===== src/design/ucrr_pkg.sv =====
// types and constants shared by the control request resolver modules
package ucrr_pkg;

	// bmRequestType type field
	localparam logic [1:0] TYPE_STANDARD = 2'd0;
	localparam logic [1:0] TYPE_CLASS    = 2'd1;

	// recipients
	localparam logic [4:0] RCP_DEVICE    = 5'd0;
	localparam logic [4:0] RCP_INTERFACE = 5'd1;
	localparam logic [4:0] RCP_ENDPOINT  = 5'd2;

	// standard requests
	localparam logic [7:0] REQ_STATUS_GET  = 8'h00;
	localparam logic [7:0] REQ_FEATURE_CLR = 8'h01;
	localparam logic [7:0] REQ_FEATURE_SET = 8'h03;
	localparam logic [7:0] REQ_ADDRESS_SET = 8'h05;
	localparam logic [7:0] REQ_GET_DESC    = 8'h06;
	localparam logic [7:0] REQ_GET_CONFIG  = 8'h08;
	localparam logic [7:0] REQ_SET_CONFIG  = 8'h09;

	// cdc-acm class requests
	localparam logic [7:0] REQ_SET_LINE_CODING = 8'h20;
	localparam logic [7:0] REQ_GET_LINE_CODING = 8'h21;
	localparam logic [7:0] REQ_SET_LINE_STATE  = 8'h22;

	// descriptor types
	localparam logic [7:0] DESC_DEVICE = 8'h01;
	localparam logic [7:0] DESC_CONFIG = 8'h02;
	localparam logic [7:0] DESC_STRING = 8'h03;

	// endpoints that exist
	localparam logic [15:0] EP_OUT0 = 16'h0000;
	localparam logic [15:0] EP_OUT1 = 16'h0001;
	localparam logic [15:0] EP_IN1  = 16'h0081;
	localparam logic [15:0] EP_IN2  = 16'h0082;

	localparam logic [15:0] LINE_CODING_BYTES = 16'd7;
	localparam logic [7:0]  ADDR_MAX          = 8'h7f;

	// response kinds
	localparam logic [1:0] KIND_STALL  = 2'd0;
	localparam logic [1:0] KIND_STATUS = 2'd1;
	localparam logic [1:0] KIND_TX     = 2'd2;
	localparam logic [1:0] KIND_OUT    = 2'd3;

	// data sources
	localparam logic [2:0] SRC_NONE   = 3'd0;
	localparam logic [2:0] SRC_DEVICE = 3'd1;
	localparam logic [2:0] SRC_CONFIG = 3'd2;
	localparam logic [2:0] SRC_STRING = 3'd3;
	localparam logic [2:0] SRC_IMM    = 3'd4;
	localparam logic [2:0] SRC_LINE   = 3'd5;

	localparam logic [7:0] NO_ADDRESS = 8'hff;
	localparam logic [1:0] NO_CONFIG  = 2'b11;

	// configuration register indexes
	localparam logic [1:0] CFG_DEVICE_LEN = 2'd0;
	localparam logic [1:0] CFG_CONFIG_LEN = 2'd1;
	localparam logic [1:0] CFG_PKT_LOG2   = 2'd2;

	localparam logic [2:0] PKT_LOG2_MIN = 3'd3;
	localparam logic [2:0] PKT_LOG2_MAX = 3'd6;

	typedef struct packed {
		logic [7:0]  request_type;
		logic [7:0]  request_code;
		logic [15:0] value_word;
		logic [15:0] index_word;
		logic [15:0] length_word;
		logic        configured;
		logic [7:0]  string_desc_len;
	} setup_t;

	// decoder verdict handed to the length stage
	typedef struct packed {
		logic [1:0]  kind;
		logic [2:0]  src;
		logic [15:0] src_len;
		logic [15:0] imm;
		logic [7:0]  addr;
		logic [1:0]  cfg;
	} verdict_t;

	typedef struct packed {
		logic [1:0]  response_kind;
		logic [2:0]  data_source;
		logic [15:0] data_len;
		logic        zlp_needed;
		logic [15:0] immediate_data;
		logic [7:0]  new_address;
		logic [1:0]  new_config;
	} resp_t;

endpackage


===== src/design/ucrr_decode.sv =====
// request decoder: checks a setup packet and picks the response and data source
module ucrr_decode #(
	parameter int NUM_INTERFACES = 2
) (
	input  ucrr_pkg::setup_t   setup,
	input  logic [7:0]         device_desc_len,
	input  logic [15:0]        config_desc_len,
	output ucrr_pkg::verdict_t verdict
);

	logic        dir_in;
	logic [1:0]  req_kind;
	logic [4:0]  recip;
	logic [7:0]  code;
	logic [15:0] wval;
	logic [15:0] widx;
	logic [15:0] wlen;
	logic        ep_ok;

	assign dir_in   = setup.request_type[7];
	assign req_kind = setup.request_type[6:5];
	assign recip    = setup.request_type[4:0];
	assign code     = setup.request_code;
	assign wval     = setup.value_word;
	assign widx     = setup.index_word;
	assign wlen     = setup.length_word;
	assign ep_ok    = (widx == ucrr_pkg::EP_OUT0) || (widx == ucrr_pkg::EP_OUT1) ||
		(widx == ucrr_pkg::EP_IN1) || (widx == ucrr_pkg::EP_IN2);

	always_comb begin
		verdict.kind     = ucrr_pkg::KIND_STALL;
		verdict.src      = ucrr_pkg::SRC_NONE;
		verdict.src_len  = '0;
		verdict.imm      = '0;
		verdict.addr     = ucrr_pkg::NO_ADDRESS;
		verdict.cfg      = ucrr_pkg::NO_CONFIG;
		if (req_kind == ucrr_pkg::TYPE_STANDARD) begin
			unique case (code) inside
				ucrr_pkg::REQ_GET_DESC: begin
					if (dir_in && recip == ucrr_pkg::RCP_DEVICE) begin
						unique case (wval[15:8])
							ucrr_pkg::DESC_DEVICE: begin
								verdict.kind     = ucrr_pkg::KIND_TX;
								verdict.src      = ucrr_pkg::SRC_DEVICE;
								verdict.src_len  = {8'd0, device_desc_len};
							end
							ucrr_pkg::DESC_CONFIG: begin
								verdict.kind     = ucrr_pkg::KIND_TX;
								verdict.src      = ucrr_pkg::SRC_CONFIG;
								verdict.src_len  = config_desc_len;
							end
							ucrr_pkg::DESC_STRING: begin
								if (setup.string_desc_len != 8'd0) begin
									verdict.kind     = ucrr_pkg::KIND_TX;
									verdict.src      = ucrr_pkg::SRC_STRING;
									verdict.src_len  = {8'd0, setup.string_desc_len};
								end
							end
							default: ;
						endcase
					end
				end
				ucrr_pkg::REQ_ADDRESS_SET: begin
					if (!dir_in && recip == ucrr_pkg::RCP_DEVICE &&
						wval <= {8'd0, ucrr_pkg::ADDR_MAX} && widx == 16'd0 && wlen == 16'd0) begin
						verdict.kind = ucrr_pkg::KIND_STATUS;
						verdict.addr = wval[7:0];
					end
				end
				ucrr_pkg::REQ_SET_CONFIG: begin
					if (!dir_in && recip == ucrr_pkg::RCP_DEVICE && widx == 16'd0 &&
						wlen == 16'd0 && wval <= 16'd1) begin
						verdict.kind = ucrr_pkg::KIND_STATUS;
						verdict.cfg  = {1'b0, wval[0]};
					end
				end
				ucrr_pkg::REQ_GET_CONFIG: begin
					if (dir_in && recip == ucrr_pkg::RCP_DEVICE && wval == 16'd0 &&
						widx == 16'd0 && wlen == 16'd1) begin
						verdict.kind     = ucrr_pkg::KIND_TX;
						verdict.src      = ucrr_pkg::SRC_IMM;
						verdict.src_len  = 16'd1;
						verdict.imm      = {15'd0, setup.configured};
					end
				end
				ucrr_pkg::REQ_STATUS_GET: begin
					if (dir_in && wval == 16'd0 && wlen == 16'd2 &&
						((recip == ucrr_pkg::RCP_DEVICE && widx == 16'd0) ||
						(recip == ucrr_pkg::RCP_INTERFACE && widx < 16'(NUM_INTERFACES)) ||
						(recip == ucrr_pkg::RCP_ENDPOINT && ep_ok))) begin
						verdict.kind     = ucrr_pkg::KIND_TX;
						verdict.src      = ucrr_pkg::SRC_IMM;
						verdict.src_len  = 16'd2;
						// device status reports self powered
						verdict.imm      = (recip == ucrr_pkg::RCP_DEVICE) ? 16'h0001 : 16'h0000;
					end
				end
				ucrr_pkg::REQ_FEATURE_CLR, ucrr_pkg::REQ_FEATURE_SET: begin
					if (!dir_in && wlen == 16'd0 && recip == ucrr_pkg::RCP_ENDPOINT &&
						wval == 16'd0 && ep_ok) begin
						verdict.kind = ucrr_pkg::KIND_STATUS;
					end
				end
				default: ;
			endcase
		end else if (req_kind == ucrr_pkg::TYPE_CLASS) begin
			// class requests only go to the communication interface
			if (recip == ucrr_pkg::RCP_INTERFACE && widx == 16'd0) begin
				unique case (code)
					ucrr_pkg::REQ_GET_LINE_CODING: begin
						if (dir_in && wval == 16'd0 && wlen == ucrr_pkg::LINE_CODING_BYTES) begin
							verdict.kind     = ucrr_pkg::KIND_TX;
							verdict.src      = ucrr_pkg::SRC_LINE;
							verdict.src_len  = ucrr_pkg::LINE_CODING_BYTES;
						end
					end
					ucrr_pkg::REQ_SET_LINE_CODING: begin
						if (!dir_in && wval == 16'd0 && wlen == ucrr_pkg::LINE_CODING_BYTES) begin
							verdict.kind = ucrr_pkg::KIND_OUT;
						end
					end
					ucrr_pkg::REQ_SET_LINE_STATE: begin
						if (!dir_in && wlen == 16'd0) begin
							verdict.kind = ucrr_pkg::KIND_STATUS;
						end
					end
					default: ;
				endcase
			end
		end
	end

endmodule


===== src/design/ucrr_send.sv =====
// data stage sizing: caps length to wLength and flags a closing zero-length packet
module ucrr_send (
	input  ucrr_pkg::verdict_t verdict,
	input  logic [15:0]        length_word,
	input  logic [2:0]         ep0_packet_log2,
	output ucrr_pkg::resp_t    resp
);

	logic [2:0]  log2_clamped;
	logic [5:0]  pkt_mask;
	logic [15:0] capped;
	logic        is_tx;

	always_comb begin
		if (ep0_packet_log2 < ucrr_pkg::PKT_LOG2_MIN) begin
			log2_clamped = ucrr_pkg::PKT_LOG2_MIN;
		end else if (ep0_packet_log2 > ucrr_pkg::PKT_LOG2_MAX) begin
			log2_clamped = ucrr_pkg::PKT_LOG2_MAX;
		end else begin
			log2_clamped = ep0_packet_log2;
		end
	end

	// max packet size minus one, at most 63
	assign pkt_mask = 6'(7'((7'd1 << log2_clamped) - 7'd1));
	assign capped   = (verdict.src_len > length_word) ? length_word : verdict.src_len;
	assign is_tx    = (verdict.kind == ucrr_pkg::KIND_TX);

	always_comb begin
		resp.response_kind  = verdict.kind;
		resp.data_source    = is_tx ? verdict.src : ucrr_pkg::SRC_NONE;
		resp.data_len       = is_tx ? capped : 16'd0;
		resp.zlp_needed     = is_tx && capped != 16'd0 && capped < length_word &&
			(capped[5:0] & pkt_mask) == 6'd0;
		resp.immediate_data = (is_tx && verdict.src == ucrr_pkg::SRC_IMM) ? verdict.imm : 16'd0;
		resp.new_address    = verdict.addr;
		resp.new_config     = verdict.cfg;
	end

endmodule


===== src/design/usb_control_request_resolver.sv =====
// Control request resolver: each setup word taken on the slave stream yields one response word
// on the master stream via the input register and then the result register. One word is
// taken every cycle; the single decode and length-capping pass between the two registers sets
// that rate, and a stalled master side fills both registers before s_tready drops. The response
// kind and data source travel in m_tuser, the rest in m_tdata. Configuration writes (device
// descriptor length, configuration set length, log2 of the EP0 packet size) are always ready
// and take effect on the next word decoded; indexes past the last register are ignored.
module usb_control_request_resolver #(
	parameter int NUM_INTERFACES = 2
) (
	input  logic        clk,
	input  logic        arst_n,
	input  logic        s_tvalid,
	output logic        s_tready,
	// request_type, request_code, value_word, index_word, length_word, configured,
	// string_desc_len, zero pad
	input  logic [79:0] s_tdata,
	output logic        m_tvalid,
	input  logic        m_tready,
	// data_len, zlp_needed, immediate_data, new_address, new_config, zero pad
	output logic [47:0] m_tdata,
	// response_kind, data_source
	output logic [4:0]  m_tuser,
	input  logic        cfg_valid,
	output logic        cfg_ready,
	input  logic [1:0]  cfg_index,
	input  logic [15:0] cfg_data
);

	logic               valid_s1;
	logic               valid_s2;
	ucrr_pkg::setup_t   setup_s1;
	ucrr_pkg::resp_t    resp_s2;
	ucrr_pkg::verdict_t verdict;
	ucrr_pkg::resp_t    resp;
	logic [7:0]         device_desc_len_q;
	logic [15:0]        config_desc_len_q;
	logic [2:0]         ep0_packet_log2_q;
	logic               ready_s2;
	logic               ready_s1;

	assign cfg_ready = 1'b1;

	always_ff @(posedge clk or negedge arst_n) begin
		if (!arst_n) begin
			device_desc_len_q <= 8'd18;
			config_desc_len_q <= 16'd67;
			ep0_packet_log2_q <= 3'd6;
		end else if (cfg_valid) begin
			unique case (cfg_index)
				ucrr_pkg::CFG_DEVICE_LEN: device_desc_len_q <= cfg_data[7:0];
				ucrr_pkg::CFG_CONFIG_LEN: config_desc_len_q <= cfg_data;
				ucrr_pkg::CFG_PKT_LOG2:   ep0_packet_log2_q <= cfg_data[2:0];
				default: ;
			endcase
		end
	end

	assign ready_s2 = !valid_s2 || m_tready;
	assign ready_s1 = !valid_s1 || ready_s2;
	assign s_tready = ready_s1;

	always_ff @(posedge clk or negedge arst_n) begin
		if (!arst_n) begin
			valid_s1 <= 1'b0;
			valid_s2 <= 1'b0;
		end else begin
			if (ready_s1) begin
				valid_s1 <= s_tvalid;
			end
			if (ready_s2) begin
				valid_s2 <= valid_s1;
			end
		end
	end

	always_ff @(posedge clk) begin
		if (ready_s1 && s_tvalid) begin
			setup_s1.request_type    <= s_tdata[7:0];
			setup_s1.request_code    <= s_tdata[15:8];
			setup_s1.value_word      <= s_tdata[31:16];
			setup_s1.index_word      <= s_tdata[47:32];
			setup_s1.length_word     <= s_tdata[63:48];
			setup_s1.configured      <= s_tdata[64];
			setup_s1.string_desc_len <= s_tdata[72:65];
		end
		if (ready_s2 && valid_s1) begin
			resp_s2 <= resp;
		end
	end

	ucrr_decode #(
		.NUM_INTERFACES(NUM_INTERFACES)
	) u_decode (
		.setup          (setup_s1),
		.device_desc_len(device_desc_len_q),
		.config_desc_len(config_desc_len_q),
		.verdict        (verdict)
	);

	ucrr_send u_send (
		.verdict        (verdict),
		.length_word    (setup_s1.length_word),
		.ep0_packet_log2(ep0_packet_log2_q),
		.resp           (resp)
	);

	assign m_tvalid = valid_s2;
	assign m_tuser  = {resp_s2.data_source, resp_s2.response_kind};
	assign m_tdata  = {5'd0, resp_s2.new_config, resp_s2.new_address,
		resp_s2.immediate_data, resp_s2.zlp_needed, resp_s2.data_len};

	// words without a data stage carry no length, no zlp and no source
	assert property (@(posedge clk) disable iff (!arst_n)
		m_tvalid && resp_s2.response_kind != ucrr_pkg::KIND_TX |->
		resp_s2.data_len == 16'd0 && !resp_s2.zlp_needed &&
		resp_s2.data_source == ucrr_pkg::SRC_NONE)
		else $error("non-data response carries data stage fields");

	// zlp only after a nonzero, shortened transfer
	assert property (@(posedge clk) disable iff (!arst_n)
		m_tvalid && resp_s2.zlp_needed |->
		resp_s2.data_len != 16'd0 && resp_s2.data_len < 16'hffff)
		else $error("zlp flagged on an empty or full-length transfer");

	// an address or configuration change only rides on a status response
	assert property (@(posedge clk) disable iff (!arst_n)
		m_tvalid && (resp_s2.new_address != ucrr_pkg::NO_ADDRESS ||
		resp_s2.new_config != ucrr_pkg::NO_CONFIG) |->
		resp_s2.response_kind == ucrr_pkg::KIND_STATUS)
		else $error("address or config change outside a status response");

	// input side stalls only when both registers hold a word
	assert property (@(posedge clk) disable iff (!arst_n)
		!s_tready |-> valid_s1 && valid_s2 && !m_tready)
		else $error("input stalled with room in the pipeline");

endmodule

===== config.mk =====
export PLATFORM = sky130hd
export DESIGN_NAME = usb_control_request_resolver
export DESIGN_NICKNAME = d
export VERILOG_FILES = /design/src/design/ucrr_pkg.sv /design/src/design/ucrr_decode.sv /design/src/design/ucrr_send.sv /design/src/design/usb_control_request_resolver.sv
export SDC_FILE = /design/constraint.sdc
export NUM_CORES = 1
export LEC_CHECK = 0
export BUFFER_PORTS_ARGS = -buffer_cell sky130_fd_sc_hd__buf_2
export CELL_PAD_IN_SITES_DETAIL_PLACEMENT = 1
export CELL_PAD_IN_SITES_GLOBAL_PLACEMENT = 1
export CORE_MARGIN = 2
export CORE_UTILIZATION = 40
export CTS_CLUSTER_DIAMETER = 100
export DETAILED_ROUTE_END_ITERATION = 8
export PLACE_DENSITY_LB_ADDON = 0.2
export SYNTH_ARGS = -nofsm -noshare
export SYNTH_HDL_FRONTEND = slang
export SYNTH_HIERARCHICAL = 1
export SYNTH_SLANG_ARGS = --single-unit

===== constraint.sdc =====
create_clock -name clk -period 9.51 [get_ports clk]
set_clock_uncertainty 0.2 [all_clocks]
set_input_delay 2.853 -clock clk [delete_from_list [all_inputs] [get_ports clk]]
set_output_delay 2.853 -clock clk [all_outputs]
set_load 0.005 [all_outputs]

==> results.yml <==
cts:
  clkLatencyLatePin_ns: 0.42
  hold_buffers: 0
  clk_path_buf_depth: 2
  clock_sinks: 150
  cts_made_buffers: 17
  path_clk_slew_ns: 0.06
  cts-resized-gates: 0
  h-tree-depth: 4
  postCtsSetupRepairBufs: 0
  cts_tree: "done"
  root_buffer: "clkbuf_16"
global_routing:
  grt_pass1_vias: 5339
  grt-ovfl-total: 0
  grtUsageTotal_pct: 18.7
  grt_antenna_before_repair: 0
  grt_max_degree: 74
  grt_pass1_wl_um: 28500
yosys:
  async_flop_share_pct: 19.3
  syn_inst: 588
  yosysWarningCount: 6
  synth_seq_cells: 150
  synth_top_area_share_pct: 49.1
  synth_area_leaders: "edfxtp_1 (49%), dfrtp_1 (7.4%), ha_1 (5.4%), mux2_2 (5.3%), buf_4 (3.5%)"
  ys_seq_area_share_pct: 59.1
  synth_edf_count: 121
  ys_types: 65
  synth_ff_type: "edfxtp_1"
  yosysTopAreaCell: "edfxtp_1"
  syn_area_mm2: 0.00739
  synthTopCellsByCount: "edfxtp_1 (121), mux2_2 (35), buf_4 (34), nand2_1 (34), ha_1 (32)"
  syn_avg_cell_area_um2: 12.6
  synth_most_common_cell: "edfxtp_1"
setup_path:
  slowest_delay_ns: 0.55
  slowest_stage: "or4_4"
  cp.required_ns: 9.59
  crit_chain: "or4_4 -> or3_4 -> nor3_1 -> o211ai_1 -> o211ai_1 -> inv_1 -> ha_1 -> inv_1 -> a21oi_1 -> o21a_1 -> o2111ai_2 -> nand2_2 -> o21ai_0 -> ha_1 -> a211oi_1 -> o22ai_1 -> nor2_1 -> nor4_1 -> a2111oi_0 -> o21ai_0 -> a211oi_1 -> o221a_1"
  path_class: "reg -> reg"
  critPathLaunchType: "flop"
  r2r_slack_ns: 3.02
  arrival_ns: 6.58
  crit_fanout: 28
  critPathLaunch: "setup_s1[61]"
  endpoint_kind: "flop"
  worstReg2RegStart: "setup_s1[61]"
timing:
  hold_viol: 0
  grt_setup_unrepaired: "false"
  max_freq_ghz: 0.154
  drv_slew: 0
  period_needed_ns: 6.49
  tightest_slew_ns: 1.18
  setup_violations: 0
  period_share_pct: 68.2
  setup_ws_ns: 3.02
  fin_tns_setup_ns: 0
  max-slew-margin-rel_pct: 21.5
floorplanning:
  dieArea_mm2: 0.0196
  die_w_um: 140
  start_util_pct: 41.0
  core_mm2: 0.0180
  rows: 49
  ios: 159
  die_h_um: 140
place:
  place_ws_ns: 3.13
  gp_congestion: 0.881
  portBuffers: 145
  placed_area_mm2: 0.00819
  post-dp-hpwl_um: 13500
detailed_routing:
  drt_iter0_drc: 227
  num_vias: 5051
  viasPerCell: 5.21
  ant_nets: 0
  first_pass_iters: 5
  wirelength_um: 17900
  wl_per_cell_um: 18.5
  drc: 0
power:
  p_leak_nw: 3.48
  powerDensity_mw_per_mm2: 183
  vdd_ir_drop_max_mv: 0.128
flow_run:
  drv_cap: 0
cells_and_area:
  antenna_cells: 0
  post-route-util_pct: 48.7
  fin_area_mm2: 0.00878
  nets: 863
  layout-drive-gt1-share_pct: 32.7
  fill_cells: 1937
  area_growth_pct: 18.8
run_status:
  status: "completed"
min_path:
  hp-start: "config_desc_len_q[9]"
  hold_class: "reg -> reg"
registers in the layout (all words and copies together) (netlist names):
| name | cells |
|---|---|
| config_desc_len_q | 16 |
| device_desc_len_q | 8 |
| ep0_packet_log2_q | 3 |
| m_tdata | 43 |
| m_tuser | 5 |
| m_tvalid | 1 |
| setup_s1 | 73 |
| valid_s1 | 1 |
area by class of cell:
cell class / instances / area (um^2) / share of cell area (%)
repair buffers: 145 / 726 / 8.27
clock inverters: 15 / 166 / 1.90
clock buffers: 17 / 425 / 4.85
inverters: 27 / 101 / 1.15
flip-flops and latches: 150 / 4370 / 49.8
multi-input cells: 387 / 2710 / 30.8
well taps: 229 / 287 / 3.26
cells in the final DEF, fill, tap and decap left out, types with 14 or more instances in the layout:
cell type  netlist  layout
a21oi_1         17      17
nand2_1         34      34
edfxtp_1       121     121
and2_1          27      25
ha_1            32      32
conb_1           4      23
nor2b_1         18      18
nor4_1          18      17
o21ai_0         29      29
dfrtp_1         22      22
mux2_2          35      35
inv_1           27      27
nor2_1          30      30
clkbuf_16        0      17
nor3_1          14      14
buf_2            2     145
path summary, 6_finish.rpt:
kind | end | depth (start not counted)
setup / recovery | m_tdata[16] | 22
hold / removal | config_desc_len_q[9] | 1
setup reg to reg | m_tdata[16] | 22
hold reg to reg | config_desc_len_q[9] | 1
max in group asynchronous | config_desc_len_q[9] | 1
min in group asynchronous | device_desc_len_q[0] | 1
routing by layer:
layer	share of wire [%]	wire, um	up-vias	track usage (%)
met5	0	0	-	0
met4	1.6	286	0	6.68
met3	4.8	862	18	4.07
met2	47	8340	155	29.9
met1	47	8420	2454	25.4
li1	-	-	2424	-
cell families (layout without fill, tap and decap cells):
logic type | Yosys count | count (layout) | synth area share, %
simple gates | 211 | 211 | 17.1
flops | 150 | 150 | 59.1
compound gates | 85 | 85 | 7.36
buf+inv | 70 | 204 | 5.42
mux | 35 | 35 | 5.33
fa+ha+maj | 32 | 32 | 5.42
other cells | 4 | 23 | 0.203
xor+xnor | 1 | 1 | 0.118
critical path: cells and delay by family, from the launching register on:
family	cells	cell delay, ns
AND/OR/NAND/NOR	6	1.77
adder cells (fa/ha/maj)	2	0.55
flip-flops	1	0.39
buffers and inverters	2	0.15
AO/OA/AOI/OAI	12	3.28
stage by stage:
step	hold WS [ns]	total power [mW]	cells
floorplan	0.249	0.884	607
global placement	0.261	0.932	938
detailed placement	0.289	0.941	938
CTS	0.303	1.62	970
global route	0.313	1.66	970
finish	0.299	1.61	970
power breakdown:
| part | leakage [nW] | internal, mW | switching (mW) | total, mW |
|---|---|---|---|---|
| Sequential | 1.48 | 0.774 | 0.0325 | 0.806 |
| Clock | 0.293 | 0.394 | 0.285 | 0.679 |
| Combinational | 1.71 | 0.0572 | 0.0641 | 0.121 |
Note: power is estimated with default switching activity, not from simulation.
